[src/hw/rtl/iffp_pkg.sv]
// Package for the inertial-sensor FIFO frame parser.
// Holds header codes, frame kinds, the front-to-back command type and helpers.
// No dependencies.
package iffp_pkg;

    localparam int unsigned BURST_BYTES_MAX_DEF = 2048;
    localparam int unsigned QUEUE_DEPTH = 2;
    localparam int unsigned QUEUE_PTR_W = $clog2(QUEUE_DEPTH);
    localparam int unsigned SHADOW_DEPTH = 12;

    localparam logic [7:0] HDR_BOTH   = 8'h8C;
    localparam logic [7:0] HDR_GYRO   = 8'h88;
    localparam logic [7:0] HDR_ACCEL  = 8'h84;
    localparam logic [7:0] HDR_SKIP   = 8'h40;
    localparam logic [7:0] HDR_CONFIG = 8'h48;
    localparam logic [7:0] HDR_DROP   = 8'h50;
    localparam logic [7:0] HDR_TIME   = 8'h44;

    localparam logic [3:0] BOTH_PAYLOAD = 4'd12;
    localparam logic [3:0] ONE_PAYLOAD  = 4'd6;
    localparam logic [3:0] SKIP_SHORT   = 4'd1;
    localparam logic [3:0] SKIP_TIME    = 4'd3;

    localparam logic [15:0] AXIS_MOST_NEG = 16'h8000;
    localparam logic [15:0] AXIS_MOST_POS = 16'h7FFF;

    typedef enum logic [2:0] {
        KIND_HEADER,
        KIND_BOTH,
        KIND_GYRO,
        KIND_ACCEL,
        KIND_SKIP
    } kind_t;

    typedef enum logic [1:0] {
        COMMIT_NONE,
        COMMIT_BOTH,
        COMMIT_GYRO,
        COMMIT_ACCEL
    } commit_t;

    typedef struct packed {
        logic [7:0] data;
        logic [3:0] pos;
        logic       wr;
        commit_t    commit;
        logic       last;
    } cmd_t;

    function automatic logic [15:0] neg_sat(input logic [15:0] v);
        logic [15:0] r;
        if (v == AXIS_MOST_NEG) begin
            r = AXIS_MOST_POS;
        end else begin
            r = 16'(16'd0 - v);
        end
        return r;
    endfunction

endpackage

[src/hw/rtl/iffp_front.sv]
// Front end of the frame parser: accepts bytes, tracks frame headers and the
// burst byte limit, and turns each byte into a command for the back end.
// Depends on iffp_pkg.
module iffp_front #(
    parameter int unsigned BURST_BYTES_MAX = iffp_pkg::BURST_BYTES_MAX_DEF
) (
    input  logic           aclk,
    input  logic           aresetn,
    input  logic           s_valid,
    output logic           s_ready,
    input  logic [7:0]     s_fifo_byte,
    input  logic           s_burst_last,
    input  logic           q_full,
    output logic           q_push,
    output iffp_pkg::cmd_t q_cmd
);
    import iffp_pkg::*;

    localparam int unsigned CW = $clog2(BURST_BYTES_MAX + 1);
    localparam logic [CW-1:0] COUNT_MAX = CW'(BURST_BYTES_MAX);

    kind_t         kind_reg, kind_next;
    logic [3:0]    left_reg, left_next;
    logic [CW-1:0] count_reg, count_next;
    logic          in_range;
    logic [3:0]    total;

    assign s_ready  = !q_full;
    assign q_push   = s_valid && s_ready;
    assign in_range = count_reg < COUNT_MAX;
    assign total    = (kind_reg == KIND_BOTH) ? BOTH_PAYLOAD : ONE_PAYLOAD;

    always_comb begin
        kind_next  = kind_reg;
        left_next  = left_reg;
        count_next = count_reg;
        if (q_push) begin
            if (in_range) begin
                count_next = count_reg + 1'b1;
                if (kind_reg == KIND_HEADER) begin
                    case (s_fifo_byte)
                        HDR_BOTH: begin
                            kind_next = KIND_BOTH;
                            left_next = BOTH_PAYLOAD;
                        end
                        HDR_GYRO: begin
                            kind_next = KIND_GYRO;
                            left_next = ONE_PAYLOAD;
                        end
                        HDR_ACCEL: begin
                            kind_next = KIND_ACCEL;
                            left_next = ONE_PAYLOAD;
                        end
                        HDR_SKIP, HDR_CONFIG, HDR_DROP: begin
                            kind_next = KIND_SKIP;
                            left_next = SKIP_SHORT;
                        end
                        HDR_TIME: begin
                            kind_next = KIND_SKIP;
                            left_next = SKIP_TIME;
                        end
                        default: begin
                        end
                    endcase
                end else begin
                    left_next = left_reg - 1'b1;
                    if (left_reg == 4'd1) begin
                        kind_next = KIND_HEADER;
                    end
                end
            end
            if (s_burst_last) begin
                kind_next  = KIND_HEADER;
                left_next  = '0;
                count_next = '0;
            end
        end
    end

    always_comb begin
        q_cmd.data   = s_fifo_byte;
        q_cmd.last   = s_burst_last;
        q_cmd.pos    = total - left_reg;
        q_cmd.wr     = in_range && (kind_reg == KIND_BOTH || kind_reg == KIND_GYRO
                                    || kind_reg == KIND_ACCEL);
        q_cmd.commit = COMMIT_NONE;
        if (in_range && left_reg == 4'd1) begin
            case (kind_reg)
                KIND_BOTH:  q_cmd.commit = COMMIT_BOTH;
                KIND_GYRO:  q_cmd.commit = COMMIT_GYRO;
                KIND_ACCEL: q_cmd.commit = COMMIT_ACCEL;
                default:    q_cmd.commit = COMMIT_NONE;
            endcase
        end
    end

    always_ff @(posedge aclk) begin
        if (!aresetn) begin
            kind_reg  <= KIND_HEADER;
            left_reg  <= '0;
            count_reg <= '0;
        end else begin
            kind_reg  <= kind_next;
            left_reg  <= left_next;
            count_reg <= count_next;
        end
    end

endmodule

[src/hw/rtl/iffp_queue.sv]
// Short command queue between the front and back ends of the frame parser.
// Depends on iffp_pkg.
module iffp_queue (
    input  logic           aclk,
    input  logic           aresetn,
    input  logic           push,
    input  iffp_pkg::cmd_t push_cmd,
    output logic           full,
    input  logic           pop,
    output logic           q_valid,
    output iffp_pkg::cmd_t pop_cmd
);
    import iffp_pkg::*;

    localparam int unsigned CNT_W = $clog2(QUEUE_DEPTH + 1);

    cmd_t                   entry_reg [QUEUE_DEPTH];
    logic [QUEUE_PTR_W-1:0] wr_ptr_reg, rd_ptr_reg;
    logic [CNT_W-1:0]       count_reg, count_next;

    assign full    = count_reg == CNT_W'(QUEUE_DEPTH);
    assign q_valid = count_reg != '0;
    assign pop_cmd = entry_reg[rd_ptr_reg];

    always_comb begin
        count_next = count_reg;
        if (push && !pop) begin
            count_next = count_reg + 1'b1;
        end else if (pop && !push) begin
            count_next = count_reg - 1'b1;
        end
    end

    always_ff @(posedge aclk) begin
        if (push) begin
            entry_reg[wr_ptr_reg] <= push_cmd;
        end
    end

    always_ff @(posedge aclk) begin
        if (!aresetn) begin
            wr_ptr_reg <= '0;
            rd_ptr_reg <= '0;
            count_reg  <= '0;
        end else begin
            if (push) begin
                wr_ptr_reg <= wr_ptr_reg + 1'b1;
            end
            if (pop) begin
                rd_ptr_reg <= rd_ptr_reg + 1'b1;
            end
            count_reg <= count_next;
        end
    end

endmodule

[src/hw/rtl/iffp_back.sv]
// Back end of the frame parser: stores payload bytes, assembles axis values on
// frame completion and registers one result at the end of each burst that
// completed a sample frame. Depends on iffp_pkg.
module iffp_back (
    input  logic               aclk,
    input  logic               aresetn,
    input  logic               q_valid,
    input  iffp_pkg::cmd_t     q_cmd,
    output logic               q_pop,
    output logic               m_valid,
    input  logic               m_ready,
    output logic signed [15:0] m_accel_x,
    output logic signed [15:0] m_accel_y,
    output logic signed [15:0] m_accel_z,
    output logic signed [15:0] m_gyro_x,
    output logic signed [15:0] m_gyro_y,
    output logic signed [15:0] m_gyro_z
);
    import iffp_pkg::*;

    logic [7:0]  shadow_reg [SHADOW_DEPTH];
    logic [7:0]  view       [SHADOW_DEPTH];
    logic [15:0] accel_reg  [3];
    logic [15:0] gyro_reg   [3];
    logic [15:0] accel_next [3];
    logic [15:0] gyro_next  [3];
    logic        sample_reg, sample_next;
    logic        m_valid_reg, m_valid_next;
    logic        emit;

    assign q_pop   = q_valid && (!m_valid_reg || m_ready);
    assign emit    = q_pop && q_cmd.last && sample_next;
    assign m_valid = m_valid_reg;

    always_comb begin
        for (int i = 0; i < SHADOW_DEPTH; i++) begin
            view[i] = (q_cmd.wr && q_cmd.pos == 4'(i)) ? q_cmd.data : shadow_reg[i];
        end
    end

    always_comb begin
        for (int i = 0; i < 3; i++) begin
            accel_next[i] = accel_reg[i];
            gyro_next[i]  = gyro_reg[i];
        end
        sample_next = sample_reg;
        case (q_cmd.commit)
            COMMIT_BOTH: begin
                for (int i = 0; i < 3; i++) begin
                    gyro_next[i]  = {view[2*i+1], view[2*i]};
                    accel_next[i] = {view[2*i+7], view[2*i+6]};
                end
                sample_next = 1'b1;
            end
            COMMIT_GYRO: begin
                for (int i = 0; i < 3; i++) begin
                    gyro_next[i] = {view[2*i+1], view[2*i]};
                end
                sample_next = 1'b1;
            end
            COMMIT_ACCEL: begin
                for (int i = 0; i < 3; i++) begin
                    accel_next[i] = {view[2*i+1], view[2*i]};
                end
                sample_next = 1'b1;
            end
            default: begin
            end
        endcase
    end

    always_comb begin
        m_valid_next = m_valid_reg;
        if (emit) begin
            m_valid_next = 1'b1;
        end else if (m_ready) begin
            m_valid_next = 1'b0;
        end
    end

    always_ff @(posedge aclk) begin
        if (q_pop && q_cmd.wr) begin
            shadow_reg[q_cmd.pos] <= q_cmd.data;
        end
        if (emit) begin
            m_accel_x <= accel_next[0];
            m_accel_y <= neg_sat(accel_next[1]);
            m_accel_z <= neg_sat(accel_next[2]);
            m_gyro_x  <= gyro_next[0];
            m_gyro_y  <= neg_sat(gyro_next[1]);
            m_gyro_z  <= neg_sat(gyro_next[2]);
        end
    end

    always_ff @(posedge aclk) begin
        if (!aresetn) begin
            for (int i = 0; i < 3; i++) begin
                accel_reg[i] <= '0;
                gyro_reg[i]  <= '0;
            end
            sample_reg  <= 1'b0;
            m_valid_reg <= 1'b0;
        end else begin
            if (q_pop) begin
                for (int i = 0; i < 3; i++) begin
                    accel_reg[i] <= q_cmd.last ? '0 : accel_next[i];
                    gyro_reg[i]  <= q_cmd.last ? '0 : gyro_next[i];
                end
                sample_reg <= q_cmd.last ? 1'b0 : sample_next;
            end
            m_valid_reg <= m_valid_next;
        end
    end

endmodule

[src/hw/rtl/imu_fifo_frame_parser.sv]
// Top level of the inertial-sensor FIFO frame parser.
// Depends on iffp_pkg, iffp_front, iffp_queue and iffp_back.
//
//   Channel   Direction  Handshake          Payload
//   s_        in         s_valid/s_ready    s_fifo_byte, s_burst_last
//   m_        out        m_valid/m_ready    m_accel_x/y/z, m_gyro_x/y/z
//
// One byte is accepted per cycle when the result side does not stall.
// m_valid is registered and rises once the back end pops the last byte of a burst that held a sample.
// A two-entry queue decouples byte parsing from the result register.
// Reset is synchronous on aresetn; no clearing pass is needed after it.
// While a result waits on m_ready the back end stops, the queue fills and s_ready drops.
module imu_fifo_frame_parser #(
    parameter int unsigned BURST_BYTES_MAX = iffp_pkg::BURST_BYTES_MAX_DEF
) (
    input  logic               aclk,
    input  logic               aresetn,
    input  logic               s_valid,
    output logic               s_ready,
    input  logic [7:0]         s_fifo_byte,
    input  logic               s_burst_last,
    output logic               m_valid,
    input  logic               m_ready,
    output logic signed [15:0] m_accel_x,
    output logic signed [15:0] m_accel_y,
    output logic signed [15:0] m_accel_z,
    output logic signed [15:0] m_gyro_x,
    output logic signed [15:0] m_gyro_y,
    output logic signed [15:0] m_gyro_z
);
    import iffp_pkg::*;

    cmd_t push_cmd, pop_cmd;
    logic push, full, pop, q_valid;

    iffp_front #(
        .BURST_BYTES_MAX(BURST_BYTES_MAX)
    ) u_front (
        .aclk        (aclk),
        .aresetn     (aresetn),
        .s_valid     (s_valid),
        .s_ready     (s_ready),
        .s_fifo_byte (s_fifo_byte),
        .s_burst_last(s_burst_last),
        .q_full      (full),
        .q_push      (push),
        .q_cmd       (push_cmd)
    );

    iffp_queue u_queue (
        .aclk    (aclk),
        .aresetn (aresetn),
        .push    (push),
        .push_cmd(push_cmd),
        .full    (full),
        .pop     (pop),
        .q_valid (q_valid),
        .pop_cmd (pop_cmd)
    );

    iffp_back u_back (
        .aclk     (aclk),
        .aresetn  (aresetn),
        .q_valid  (q_valid),
        .q_cmd    (pop_cmd),
        .q_pop    (pop),
        .m_valid  (m_valid),
        .m_ready  (m_ready),
        .m_accel_x(m_accel_x),
        .m_accel_y(m_accel_y),
        .m_accel_z(m_accel_z),
        .m_gyro_x (m_gyro_x),
        .m_gyro_y (m_gyro_y),
        .m_gyro_z (m_gyro_z)
    );

endmodule

[config.mk]
export PLATFORM = sky130hd
export DESIGN_NAME = imu_fifo_frame_parser
export DESIGN_NICKNAME = d
export VERILOG_FILES = /design/src/hw/rtl/iffp_pkg.sv /design/src/hw/rtl/iffp_front.sv /design/src/hw/rtl/iffp_queue.sv /design/src/hw/rtl/iffp_back.sv /design/src/hw/rtl/imu_fifo_frame_parser.sv
export SDC_FILE = /design/constraint.sdc
export NUM_CORES = 1
export LEC_CHECK = 0
export BUFFER_PORTS_ARGS = -buffer_cell sky130_fd_sc_hd__buf_4
export CAP_MARGIN = 20
export CORE_MARGIN = 2
export CORE_UTILIZATION = 64
export CTS_CLUSTER_SIZE = 28
export DETAILED_ROUTE_END_ITERATION = 6
export GPL_ROUTABILITY_DRIVEN = 0
export HOLD_SLACK_MARGIN = 0.1
export PLACE_DENSITY = 0.8
export SETUP_SLACK_MARGIN = 0.1
export SLEW_MARGIN = 20
export SYNTH_ARGS = -nofsm -noshare
export SYNTH_HDL_FRONTEND = slang
export SYNTH_SLANG_ARGS = --single-unit
[constraint.sdc]
create_clock -name aclk -period 13.2 [get_ports aclk]
set_input_delay 1.98 -clock aclk [delete_from_list [all_inputs] [get_ports aclk]]
set_output_delay 1.98 -clock aclk [all_outputs]
set_load 0.005 [all_outputs]
Yosys cells after proc, flatten, opt, wreduce, memory -nomap -nowiden:

Memories as Yosys holds them, arrays and structs flattened. A register that Yosys moved wholly into a read port is not among the register bits.
Index checks and enable logic that the tools add are counted.

* add/subtract/negate cells: 11
* reduce and logical (&&, ||, !) cells: 43
* magnitude comparators: 1
* multiplexer cells: 56
* bitwise operators: 6
* eq/ne operators: 32

Operators by type and width (count)
* 16-bit two-way mux: 12
* 8-bit two-way mux: 12
* 48-bit case mux with 2 select lines: 1
* 16-bit == test (second input constant): 4
* 1-bit by 16-bit subtractor with 16-bit output (first input constant): 4
* 48-bit two-way mux: 1
* 8-bit by 7-bit == test with 1-bit output (second input constant): 4
* 8-bit == test (second input constant): 3
* 12-bit two-way mux: 2
* 1-bit logical AND: 21
* 4-bit by 3-bit == test with 1-bit output (second input constant): 4
* 4-bit == test (second input constant): 4
* 4-bit two-way mux: 4
* 4-bit case mux with 4 select lines: 1
* 1-bit two-way mux: 14
* 12-bit by 1-bit adder with 12-bit output (second input constant): 1
* 12-bit < comparator (second input constant): 1
* 3-bit two-way mux: 4
* 6-bit != test (second input constant): 2
* 3-bit case mux with 4 select lines: 1
* 4-bit by 1-bit == test with 1-bit output (second input constant): 2
* 4-bit by 2-bit == test with 1-bit output (second input constant): 2
* 2-bit nonzero test: 4
* 2-bit == test (second input constant): 3
* 22 further kinds: 38

* bits of input ports: 13
* memories: 4
* bits in writable memories: 224
* output and inout bits: 98
* register bits: 121
* word-level logic and storage cells: 167

Memories
* u_back.shadow_reg: depth 12, width 8, rd ports 12, clocked after Yosys merged registers in 0, wr ports 1, line iffp_back.sv:21 `logic [7:0] shadow_reg [SHADOW_DEPTH];`
* u_back.accel_reg: depth 3, width 16, rd ports 3, clocked after Yosys merged registers in 0, wr ports 3, line iffp_back.sv:23 `logic [15:0] accel_reg [3];`
* u_back.gyro_reg: depth 3, width 16, rd ports 3, clocked after Yosys merged registers in 0, wr ports 3, line iffp_back.sv:24 `logic [15:0] gyro_reg [3];`
* u_queue.entry_reg: depth 2, width 16, rd ports 1, clocked after Yosys merged registers in 1, wr ports 1, line iffp_queue.sv:17 `cmd_t entry_reg [QUEUE_DEPTH];`

Longest topological paths before layout:

Gate-level depths: netlist (run 1).

* word-level depth: 7
* depth in mapped cells: 17
* gate-level depth less buffers: 12

Cells and area by module:

A second synthesis (run 1) with hierarchy kept.

* cells, all modules: 1278
* area, all modules: 16136.7 µm²

Modules (own cells, without submodules)
* iffp_back: cells each 1042, area each 13399.1 µm², seq. area each 8688.3 µm², instances 1
* iffp_queue: cells each 72, area each 1375.1 µm², seq. area each 1061.0 µm², instances 1
* iffp_front: cells each 164, area each 1362.6 µm², seq. area each 380.4 µm², instances 1

Least setup slack after synthesis (run 1):

Ideal clock, no wire load.

* kind: input to register
* start point: input port m_ready
* end point: register u_back.m_accel_x[0], enable pin
* path buffers: 0
* data required time: 12529 ps
* setup slack: 3592 ps
* stages: 3
* arrival: 8937 ps
* setup time: 671 ps
* path through: nor2b_1 o21bai_1 nor3_1

* word-level cells in the longest chain between the ends: 4

Ends and longest elaborated chain
* start, declared: line imu_fifo_frame_parser.sv:23 `input logic m_ready,`
* 1-bit logical OR: line iffp_back.sv:31 `assign q_pop = q_valid && (!m_valid_reg || m_ready);`
* 1-bit logical AND: line iffp_back.sv:31
* 1-bit logical AND (2 in a row): line iffp_back.sv:32 `assign emit = q_pop && q_cmd.last && sample_next;`
* net u_back.emit: line iffp_back.sv:29 `logic emit;`
* end signal, assigned: line iffp_back.sv:86 `m_accel_x <= accel_next[0];`
* end, declared: line iffp_back.sv:12 `output logic signed [15:0] m_accel_x,`

The timed path passes the listed nets, and every way through them passes these cells.
A chain may end at the register's enable or synchronous reset.

==> results.md, run 1 <==
- GR Util All Layers: 28.3%
- H-Tree Level Count: 2
- Slew Viols, Final: 0
- CP Max Fanout: 33
- Setup bufs post-CTS: 0
- Fmax: 215 MHz
- CP startpoint kind: register
- Hold path start: u_front.count_reg[9]
- Hold Crit Class: register to register
- Pwr Total: 4040 uW
- PD cells: 221 nW/um^2
- Clock Skews: 0.0144 ns
- Worst Reg-to-Reg Cells: 9
- # DRC: 0
- ANT nets after route: 0
- Commonest register cell after synthesis: edfxtp_1
- # rows: 57
- R2R setup slack: 8.56 ns
- Pre-CTS WS: 8.61 ns
- Fill cell count: 1571
- Worst Hold Path Cells: 2
- Hold EP: u_front.count_reg[9]
- Die Wd: 162 microns
- Sequential element share of the synthesized area: 63.2%
- Max Cap Viol: 0
- Crit Path Class: register to register
- Setup violations, final: 0
- Final cycle utilization of the critical path: 35.2%
- Clock root cell: clkbuf_16
- FF-to-FF End: u_back.m_gyro_y[1]
- Post-synthesis cell type count: 85
- Post-Route WL: 36.9 mm
- Fin. Hold Viols: 0
- Nets: 1392
- Mapped Cells: 1254
- Num CTS Buffers: 37
- Crit path DAT: 5.00 ns
- Seq cells post-synth: 346
- Post-synthesis net count: 1280
- Initial antenna violation count: 0
- Synth warnings: 0
- Critical path endpoint category: register
- Die Area: 26300 sq um
- Post-DP HPWL: 23.7 mm
- Setup repair after global routing missed its margin: no
- Cts-stage hold buffer count: 0
- Slew @ Worst Pin: 1.04 ns
- Clock transition at path regs: 0.06 ns
- Total negative setup slack: 0 ns
- GR Overflow Total: 0
- Highest ir drop seen on vdd: 167 uV
- IO buf count: 110
- Slew HR: 30.4%
- CTS tree: yes
- Synth Cell Area: 16000 sq um
- First-pass GRT wire length: 57.8 mm
- CTS Buffer Depth: 3
- Leakage: 0.00669 uW
- First-pass DRT Iterations: 6
- CP Data Required Time: 13.56 ns
- CTS resizes: 0
- Worst-Skew Late Latency: 0.51 ns
- Vias in the first global route: 10500
- Core area: 24500 sq um
- Number of synthesized flops with an enable pin: 320
- Synthesized area per cell: 12.8 sq um
- Largest net degree at the start of global routing: 86
- DRT iter0 DRCs: 1254
- Avg WL per Cell: 21.6 microns
- Share of post-route cells with drive strength above 1: 19.2%
- Final antenna diode count: 0
- Finished Core Util: 74.9%
- Status: finished, final reports clean
- FFs w/ async S/R, synth: 0%
- CTS sink count: 346
- Setup ws final: 8.56 ns
- Max reg flops: 96
- Die Height: 162 microns
- Initial core utilization: 65.6%
- Fin Hold WS: 0.488 ns
- Vias per Instance: 6.45
- P&R area growth vs syn: 14.2%
- Via count: 11000
- Post-layout minimum cycle time: 4.64 ns
- Io pins: 111
cell type report:
class | count | area (sq um) | area share [%]
Sequential cell | 346 | 10100 | 55.3
Timing Repair Buffer | 128 | 962 | 5.25
Multi-Input combinational cell | 821 | 5590 | 30.5
Inverter | 32 | 120 | 0.656
Clock inverter | 10 | 71.3 | 0.389
Clock buffer | 50 | 1040 | 5.66
Tap cell | 324 | 405 | 2.21
critical path, cell delays in order (launching register included):
cell and delay (ns):
dfxtp_1 0.31, buf_4 0.39, mux2i_1 0.66, clkinv_1 0.78, mux2_2 0.59, mux2i_1 0.36, nand2_1 0.19, nor3_1 0.50
nand3_1 0.49, nand2b_1 0.21
per-stage QoR:
step | instances | instance area [sq um]
2_1_floorplan | 1254 | 16000
3_3_place_gp | 1650 | 17200
3_5_place_dp | 1651 | 17200
4_1_cts | 1711 | 18300
5_1_grt | 1711 | 18300
6_report | 1711 | 18300
synth_stat cells (all sizes together) (7+ instances only):
cell	count	area share, %
nor2	101	2.4
a211oi	16	0.75
nor3b	7	0.36
xnor2	23	1.3
buf	15	0.54
nand2b	7	0.27
mux2	61	4.3
nor4	8	0.41
and2	19	0.74
edfxtp	320	60
a221o	14	0.87
inv	30	0.70
and3	16	0.62
clkbuf	40	0.94
a221oi	26	1.4
a22oi	16	0.78
nor2b	43	1.7
nand2	141	3.3
or3	9	0.35
nor3	17	0.53
nand3	29	0.94
dfxtp	26	3.2
o21ai	55	1.7
ha	12	0.94
mux2i	46	3.0
xor2	27	1.5
nand4	8	0.31
a21oi	29	0.91
a31oi	7	0.27
power by group:
group	internal [uW]	switching [uW]
sequential	1580	76.2
combinational	522	907
clock	565	397
total	2660	1380
placed cells by master, fill, tap and decap left out, drive strengths merged, types with 16 or more instances in the layout:
cell type / n
and2: 19
nand2: 141
and3: 16
mux2i: 46
a211oi: 16
inv: 30
o21ai: 55
nor3: 17
edfxtp: 320
a22oi: 16
nor2b: 43
buf: 128
mux2: 61
dfxtp: 26
clkbuf: 50
xor2: 27
a21oi: 29
a221oi: 26
xnor2: 23
nor2: 101
nand3: 29
worst max-delay path by stage:
| stage | start | end | slack [ns] | cells after the start |
|---|---|---|---|---|
| after global placement | register | u_back.m_gyro_y[12] | 8.74 | 9 |
| after global routing | register | u_back.m_gyro_y[1] | 8.12 | 9 |
| after detailed placement | register | u_back.m_gyro_y[1] | 8.61 | 9 |
| final | register | u_back.m_gyro_y[1] | 8.56 | 9 |
| after floorplan | m_ready | u_back.m_accel_x[0] | 3.59 | 3 |
| after CTS | register | u_back.m_gyro_y[1] | 8.57 | 9 |
routing by layer:
layer  GRT usage, %  up-vias  part of all wire (%)
met5              0        -                     0
li1               -     4966                     -
met3           4.78       91                   9.1
met4           8.29        0                   2.6
met1           39.3     5373                    40
met2           46.4      600                    48
cells by family after synthesis:
| family | count (synthesis) | share of synthesized area (%) |
|---|---|---|
| AO/OA/AOI/OAI | 213 | 9.47 |
| XOR/XNOR | 50 | 2.73 |
| adder cells (fa/ha/maj) | 14 | 1.12 |
| buffers and inverters | 87 | 2.22 |
| flip-flops | 346 | 63.2 |
| multiplexers | 107 | 7.33 |
| AND/OR/NAND/NOR | 437 | 14.0 |
(Power assumes the default switching activity.)
==> run 2, diff against run 1 <==
--- a/config.mk
+++ b/config.mk
@@ -8,12 +8,12 @@
 export BUFFER_PORTS_ARGS = -buffer_cell sky130_fd_sc_hd__buf_4
 export CAP_MARGIN = 20
 export CORE_MARGIN = 2
-export CORE_UTILIZATION = 64
+export CORE_UTILIZATION = 61
 export CTS_CLUSTER_SIZE = 28
 export DETAILED_ROUTE_END_ITERATION = 6
 export GPL_ROUTABILITY_DRIVEN = 0
 export HOLD_SLACK_MARGIN = 0.1
-export PLACE_DENSITY = 0.8
+export PLACE_DENSITY = 0.76
 export SETUP_SLACK_MARGIN = 0.1
 export SLEW_MARGIN = 20
 export SYNTH_ARGS = -nofsm -noshare
==> constraint.sdc (replaced) <==
create_clock -name aclk -period 4.55 [get_ports aclk]
set_input_delay 0.6825 -clock aclk [delete_from_list [all_inputs] [get_ports aclk]]
set_output_delay 0.6825 -clock aclk [all_outputs]
set_load 0.005 [all_outputs]
==> run 2 against run 1 <==
Compared with the run above: first-iteration DRC count fell by 16%; final cell count rose by 3.4%; flip-flop and latch count did not move; clock-buffer cell count fell by 9; setup slack got worse by 8.1 ns; highest routed layer unchanged.
==> results.md, run 2 (synthesized netlist as in run 1, its figures left out) <==
- Slowest cell delay on critical path: 0.60 ns
- Initial core utilization: 61.9%
- Slew HR: 28.3%
- Nets: 1436
- Leakage: 0.00691 uW
- Max reg flops: 96
- Die Wd: 166 microns
- # DRC: 0
- PD cells: 637 nW/um^2
- Slowest cell on the critical path: or4bb_1
- Die Height: 166 microns
- Crit Path Class: register to register
- Vias per Instance: 6.08
- IO buf count: 110
- CTS tree: yes
- Avg WL per Cell: 19.9 microns
- Num CTS Buffers: 36
- Clock Skews: 0.0197 ns
- Fin. Hold Viols: 0
- Fmax: 247 MHz
- H-Tree Level Count: 2
- Post-route design area: 18700 sq um
- GR Overflow Total: 0
- Post-DP HPWL: 23.5 mm
- Post-layout minimum cycle time: 4.05 ns
- Setup repair after global routing missed its margin: no
- Crit-path cells: or4bb_1 > a22oi_2 > mux2_2 > a221oi_1 > buf_4 > ha_1 > and4_1 > and2_1 > nand4_1 > nand3_1
- GR Util All Layers: 25.0%
- Cts-stage hold buffer count: 0
- Initial antenna violation count: 0
- Core area: 25900 sq um
- Die Area: 27600 sq um
- Final cycle utilization of the critical path: 88.9%
- Total negative setup slack: 0 ns
- CP startpoint kind: register
- Final antenna diode count: 0
- ANT nets after route: 0
- First-pass GRT wire length: 55.2 mm
- Slew Viols, Final: 0
- Worst-Skew Late Latency: 0.52 ns
- Clock transition at path regs: 0.06 ns
- CTS sink count: 346
- Post-Route WL: 35.3 mm
- Via count: 10800
- Fin Hold WS: 0.390 ns
- Share of post-route cells with drive strength above 1: 21.7%
- First-pass DRT Iterations: 5
- CP Max Fanout: 20
- # rows: 59
- CTS Buffer Depth: 3
- Setup violations, final: 0
- DRT iter0 DRCs: 1055
- Io pins: 111
- Most common cell after layout, fill and taps aside: edfxtp_1
- Max Cap Viol: 0
- Most frequent cells in the layout: 320 x edfxtp_1, 173 x buf_4, 140 x nand2_1, 100 x nor2_1, 58 x mux2_2
- P&R area growth vs syn: 16.5%
- Critical path endpoint category: register
- Slew @ Worst Pin: 1.07 ns
- Highest ir drop seen on vdd: 538 uV
- Hold Crit Class: input pin to register
- Clock root cell: clkbuf_16
- Largest net degree at the start of global routing: 65
- Crit path DAT: 4.41 ns
- Vias in the first global route: 10400
- CP Data Required Time: 4.91 ns
- Status: finished, final reports clean
- DP Area: 17600 sq um
-- run 2: cell count changes in the layout (fill, tap and decap cells not counted), moves of 2 or more --
cell       delta
clkbuf_8      -4
clkinv_1      +6
buf_4        +47
clkinv_2      +2
clkbuf_1      -4
bufinv_16     +2
-- run 2: final timing paths --
path                             end  depth (start not counted)            startpoint  slack (ns)
max             u_back.m_accel_y[13]                         10              register        0.50
max reg2reg     u_back.m_accel_y[13]                         10              register        0.50
min reg2reg     u_front.count_reg[6]                          2  u_front.count_reg[6]        0.49
min          u_queue.entry_reg[1][8]                          1        s_fifo_byte[0]        0.39
-- run 2: cell type report --
type / instances / area (sq um)
Sequential cell: 346 / 10100
Clock buffer: 41 / 941
Fill cell: 1750 / 7230
Multi-Input combinational cell: 821 / 5600
Inverter: 32 / 120
Clock inverter: 21 / 173
Tap cell: 335 / 419
Timing Repair Buffer: 173 / 1300
-- run 2: stage by stage --
stage               setup slack, ns  utilization [%]  instances  total power [uW]
floorplan                     0.143                -       1254              7570
global placement              0.416             67.8       1707              8980
detailed placement            0.187             67.8       1707              9090
CTS                           0.155             72.1       1769             11900
global route                  0.254             72.1       1769             12500
finish                        0.504             72.1       1769             11900
-- run 2: routing by layer --
layer / GRT usage [%] / up-vias / share of wire (%)
met5: 0 / - / 0
met4: 6.96 / 0 / 2.5
met3: 5.08 / 75 / 7.8
met2: 39.9 / 439 / 47
met1: 35.3 / 5204 / 43
li1: - / 5038 / -
-- run 2: repair_timing --
action                                  CTS  global route
endpoints found under the setup margin    0            39
gates resized for setup                   0             2
setup buffers                             0             0
-- run 2: critical path: cells and delay by family, from the launching register on --
kind	cells	cell delay, ns
fa+ha+maj	1	0.20
flops	1	0.57
mux	1	0.42
simple gates	5	1.55
buf+inv	1	0.21
compound gates	2	0.94
-- run 2: report_power, final --
part | leakage [uW] | switching, uW | internal [uW]
Sequential | 0.00329 | 233 | 4570
Clock | 0.000553 | 1170 | 1650
Combinational | 0.00306 | 2570 | 1710
Total | 0.00691 | 3970 | 7930
